**config.mk**
```make
export PLATFORM = sky130hd
export DESIGN_NAME = blce_div
export DESIGN_NICKNAME = d
export VERILOG_FILES = /design/src/sv/blce_pkg.sv /design/src/sv/blce_div.sv
export SDC_FILE = /design/constraint.sdc
export NUM_CORES = 1
export LEC_CHECK = 0
export BUFFER_PORTS_ARGS = -buffer_cell sky130_fd_sc_hd__buf_2
export CAP_MARGIN = 5
export CORE_MARGIN = 2
export CORE_UTILIZATION = 65
export CTS_CLUSTER_DIAMETER = 120
export CTS_CLUSTER_SIZE = 10
export DETAILED_ROUTE_END_ITERATION = 16
export GPL_ROUTABILITY_DRIVEN = 1
export PLACE_DENSITY = 0.86
export SYNTH_ARGS = -nofsm -noshare
export SYNTH_HDL_FRONTEND = slang
export SYNTH_SLANG_ARGS = --single-unit
```
**constraint.sdc**
```tcl
create_clock -name clk -period 5.6 [get_ports clk]
set_input_delay 0.84 -clock clk [delete_from_list [all_inputs] [get_ports clk]]
set_output_delay 0.84 -clock clk [all_outputs]
set_load 0.01 [all_outputs]
```
**src/sv/blce_pkg.sv**
```systemverilog
package blce_pkg;

    localparam int FRAC_BITS_DEF   = 16;
    localparam int ROUND_BOUND_DEF = 31;

    localparam int IN_W   = 17;
    localparam int OUT_W  = 18;
    localparam int Y_W    = 18;
    localparam int RL_W   = 5;
    localparam int TOL_W  = 16;
    localparam int IDX_W  = 3;
    localparam int DATA_W = 18;

    // Configuration register indexes.
    localparam logic [IDX_W-1:0] REG_START_LEVEL = 3'd0;
    localparam logic [IDX_W-1:0] REG_CTRL_A_X    = 3'd1;
    localparam logic [IDX_W-1:0] REG_CTRL_A_Y    = 3'd2;
    localparam logic [IDX_W-1:0] REG_CTRL_B_X    = 3'd3;
    localparam logic [IDX_W-1:0] REG_CTRL_B_Y    = 3'd4;
    localparam logic [IDX_W-1:0] REG_END_LEVEL   = 3'd5;
    localparam logic [IDX_W-1:0] REG_ROUND_LIMIT = 3'd6;
    localparam logic [IDX_W-1:0] REG_TOLERANCE   = 3'd7;

    // Operand width of the shared multiplier.
    localparam int MUL_W = 32;

    // Handshake between the sequencer and the divider.
    typedef struct packed {
        logic start;
        logic busy;
        logic done;
    } blce_div_ctl_t;

endpackage

```
**src/sv/blce_div.sv**
```systemverilog
module blce_div #(
    parameter int FRAC_BITS = blce_pkg::FRAC_BITS_DEF,
    parameter int W         = 32
) (
    input  logic                clk,
    input  logic                rst_n,
    input  logic                start,
    input  logic signed [W-1:0] num,
    input  logic signed [W-1:0] den,
    output logic                busy,
    output logic                done,
    output logic signed [W-1:0] quo
);
    localparam int NW  = W + FRAC_BITS;
    localparam int CW  = $clog2(NW + 1);
    localparam logic [NW-1:0] CAP = NW'(4) << FRAC_BITS;

    logic [NW-1:0]  rem_reg, rem_next;
    logic [NW-1:0]  q_reg, q_next;
    logic [NW-1:0]  n_reg, n_next;
    logic [W-1:0]   d_reg;
    logic           neg_reg;
    logic [CW-1:0]  cnt_reg;
    logic           busy_reg, done_reg;
    logic [NW-1:0]  rem_sh;
    logic [NW-1:0]  q_cap;

    // One quotient bit per cycle, restoring.
    always_comb
    begin
        rem_sh   = {rem_reg[NW-2:0], n_reg[NW-1]};
        n_next   = {n_reg[NW-2:0], 1'b0};
        if (rem_sh >= NW'(d_reg))
        begin
            rem_next = rem_sh - NW'(d_reg);
            q_next   = {q_reg[NW-2:0], 1'b1};
        end
        else
        begin
            rem_next = rem_sh;
            q_next   = {q_reg[NW-2:0], 1'b0};
        end
    end

    always_ff @(posedge clk or negedge rst_n)
    begin
        if (!rst_n)
        begin
            busy_reg <= 1'b0;
            done_reg <= 1'b0;
            cnt_reg  <= '0;
        end
        else
        begin
            done_reg <= 1'b0;
            if (start)
            begin
                busy_reg <= 1'b1;
                cnt_reg  <= CW'(NW);
            end
            else if (busy_reg)
            begin
                cnt_reg <= cnt_reg - 1'b1;
                if (cnt_reg == CW'(1))
                begin
                    busy_reg <= 1'b0;
                    done_reg <= 1'b1;
                end
            end
        end
    end

    always_ff @(posedge clk)
    begin
        if (start)
        begin
            n_reg   <= NW'(num[W-1] ? -num : num) << FRAC_BITS;
            d_reg   <= den[W-1] ? -den : den;
            neg_reg <= num[W-1] ^ den[W-1];
            rem_reg <= '0;
            q_reg   <= '0;
        end
        else if (busy_reg)
        begin
            n_reg   <= n_next;
            rem_reg <= rem_next;
            q_reg   <= q_next;
        end
    end

    assign q_cap = (q_reg > CAP) ? CAP : q_reg;
    assign quo   = neg_reg ? -W'(q_cap) : W'(q_cap);
    assign busy  = busy_reg;
    assign done  = done_reg;
endmodule

```
==> impl_summary.md <==
Outcome
The run finished with clean final reports.

Finish
The filler cell count is 1202. The sequential cell area in the final layout is 4060 um2. Of the cells placed in the final design, the portion with a size suffix greater than 1 is 0.129. With fillers left out, the area of the finished cells amounts to 11700 um2. The total area of multi-input combinational cells is 6060 um2.

Relative to the synthesized area, the layout overhead comes to 11.3%. The count of cells in the finished layout, fillers not included, comes to 1499. Once layout is complete, the utilization of the core stands at 0.739. The register with the most flip-flops in the layout has 48 of them. After the last flow step, the layout net total stands at 1374.

GRT
The via count of the first global-routing pass is 8213. The number of antenna violations at the first check in global routing came to 0. The global-route wire length before repair is 38.8 mm. The maximum number of pins on one net before global-route repair is 135.

The global routing usage summed across all routing layers is 0.269. The aggregate global routing overflow is 0.

Floorplanning
The top-level port count is 101. The starting density of the core is 0.664. The core region area is 15900 um2. The floorplan step set the die width to 131 um. The floorplan step defined a die boundary enclosing 17300 um2. The vertical extent of the die is 131 um. After floorplanning, the core was divided into 46 placement rows.

Synthesis
Each instance of the synthesized netlist takes up on average 8.76 um2. The prevailing post-synth register cell is dfxtp_1. The sequential element share of the synthesized area is 0.384.

The number of nets handed over by synthesis was 1309. Yosys mapped a number of flops with a built-in enable equal to 65. Yosys printed 0 warnings.

The largest total area in the synthesized netlist belongs to edfxtp_1. The synthesis-stage register bit count is 168. Yosys attributes the largest share of cell area to edfxtp_1 (19%), dfxtp_1 (18%), nor2_1 (6.3%). Of the post-synthesis cell area, the dominant cell type holds 0.185.

Yosys mapped the design onto 78 distinct sky130hd cell types. The async set-or-reset flop fraction in the synthesized netlist is 0.0476. The synthesized netlist cell count is 1204. After synthesis the cells add up to 10500 um2.

Placed design
At the placement stage, the worst setup path has a slack of 1.04 ns. The cell area reported after detailed placement is 11100 um2. The cell count after placement is 1466. After legalization and detailed placement, the total HPWL measured 16.0 mm. The congestion estimate from routability-driven global placement came to 0.902. The number of port buffers is 100.

Timing
The share of the clock period used by the worst path is 0.909. For this run, the top clock speed supported by timing is 196 MHz. The worst-case hold slack is 0.254 ns. Subtracting the final worst setup slack from the clock period gives 5.09 ns. The pin slew with the least headroom to its limit is 0.989 ns.

The setup slack after layout is 0.510 ns. The max-slew violation count is 0. The worst pin sits at a relative slew slack of 0.336. Setup repair after global routing left no endpoint under its margin. The count of endpoints failing setup in the final report is 0. The final count of hold timing violations is 0.

The largest clock skew in the final design is 0.0157 ns. Summed over all failing endpoints, the final setup total negative slack is 0 ns.

Clock tree
The clock net sink count is 168. The depth of the CTS H-tree is 4. Hold repair after CTS inserted 0 buffers. Clock-pin slew was measured on the worst setup and hold paths at 0.06 ns. Once the clock tree was built, the setup fixing pass inserted 0 buffers. The root cell of the clock tree is clkbuf_16. The total clock buffers created by CTS is 17. The post-cts gate resize count is 0. The clock latency at the later pin of the worst-skew pair is 0.43 ns.

The maximum count of clock buffers along a single path is 2. TritonCTS built the clock tree.

Route
After detailed routing, the total wire length is 23.4 mm. In this run, the number of DRC markers left after iteration 0 of detailed routing was 691. The average vias per placed instance is 6.02. The mean routed wirelength per cell is 15.6 um. The first-pass detailed-route iteration total is 5.

The count of nets left with antenna violations once routing finished came out at 0. For this run, design rule violations remaining after detail routing come to 0. The number of vias after detailed routing is 9023.

Critical path
The endpoint kind of the worst setup timing path is an output port. At the worst endpoint, the arrival time is 4.25 ns. For the worst setup path, the data required time is 4.76 ns.

The setup path with the least slack is of type register to output port. The nature of the critical path startpoint is a register. In this run the worst path has a maximum fanout of 10.

Power and ir drop
The overall power consumption is 4.94 mW. In this run the static leakage power is 5.10 nW. The worst voltage drop across the vdd grid is 0.312 mV. For this design the ratio of total power to cell area is 421 nW/um2.

Job
The max-capacitance violation count is 0.

Hold path
The worst hold path belongs to the class primary input to async pin.
## cells in the mapped netlist, types with 12 or more instances
library cell and n:
nand2_1 87, inv_1 52, nor2b_1 15, ha_1 37, dfxtp_1 95, o41ai_1 12, nand3_1 16, clkbuf_1 44
a311oi_1 12, xor2_1 51, nor4_1 14, edfxtp_1 65, a21o_1 13, o21ai_0 60, mux2i_1 55, nand2b_1 13
nand4_1 13, o31ai_1 18, xnor2_1 55, nor2_1 177, a21oi_1 79, nor3_1 35, a211oi_1 28
## report_power, final
group / total [mW] / switching [mW] / internal (mW) / leakage [nW]
registers: 1.67 / 0.177 / 1.49 / 1.52
clock network: 1.19 / 0.477 / 0.712 / 0.288
logic: 2.08 / 1.20 / 0.879 / 3.29
## cell type report
| type | instances | area share |
|---|---|---|
| multi-input cells | 923 | 0.516 |
| repair buffers | 107 | 0.0476 |
| well taps | 216 | 0.0230 |
| clock buffers | 20 | 0.0380 |
| flip-flops and latches | 168 | 0.346 |
| clock inverters | 12 | 0.0128 |
| diodes | 1 | 0.000213 |
| inverters | 52 | 0.0166 |
## cell families (layout without fill, tap and decap cells)
family / Yosys count / in the layout / synth area share
simple gates: 424 / 424 / 0.194
other cells: 0 / 1 / 0
xor+xnor: 106 / 106 / 0.0880
fa+ha+maj: 38 / 38 / 0.0458
flops: 168 / 168 / 0.384
mux: 57 / 57 / 0.0543
compound gates: 298 / 298 / 0.192
buf+inv: 113 / 191 / 0.0412
## critical path, stage by stage (launching register included)
cell,delay [ns]
dfxtp_1,0.35
nor3_1,0.24
nand2b_1,0.16
nor3_2,0.42
nand4_1,0.22
nor2_1,0.38
o21a_1,0.27
nand2_1,0.11
ha_1,0.29
nor2b_1,0.62
nor2_1,0.29
nor3_1,0.30
buf_2,0.17
## path summary, 6_finish.rpt
kind,startpoint,to,slack [ns],cells past startpoint
setup reg to reg,d_reg[14],rem_reg[42],2.02,10
min in group clk,rem_reg[33],rem_reg[34],0.49,2
hold / removal,rst_n,cnt_reg[0],0.25,1
hold reg to reg,rem_reg[33],rem_reg[34],0.49,2
setup / recovery,q_reg[2],quo[8],0.51,12
max in group asynchronous,rst_n,busy,5.15,1
## placed cells by master, fill, tap and decap left out, drive strengths merged, types with 36 or more instances in the layout
cell / n
buf: 107
nand2: 87
edfxtp: 65
xor2: 51
mux2i: 55
ha: 37
dfxtp: 95
o21ai: 62
nor2: 177
nor3: 36
inv: 53
xnor2: 55
a21oi: 79
## layer usage
metal / vias to the layer above / share of wire / GRT usage
li1: 4492 / - / -
met1: 4213 / 0.46 / 0.374
met2: 287 / 0.46 / 0.429
met3: 31 / 0.061 / 0.0529
met4: 0 / 0.014 / 0.0767
met5: - / 0 / 0
(Power assumes the default switching activity.)
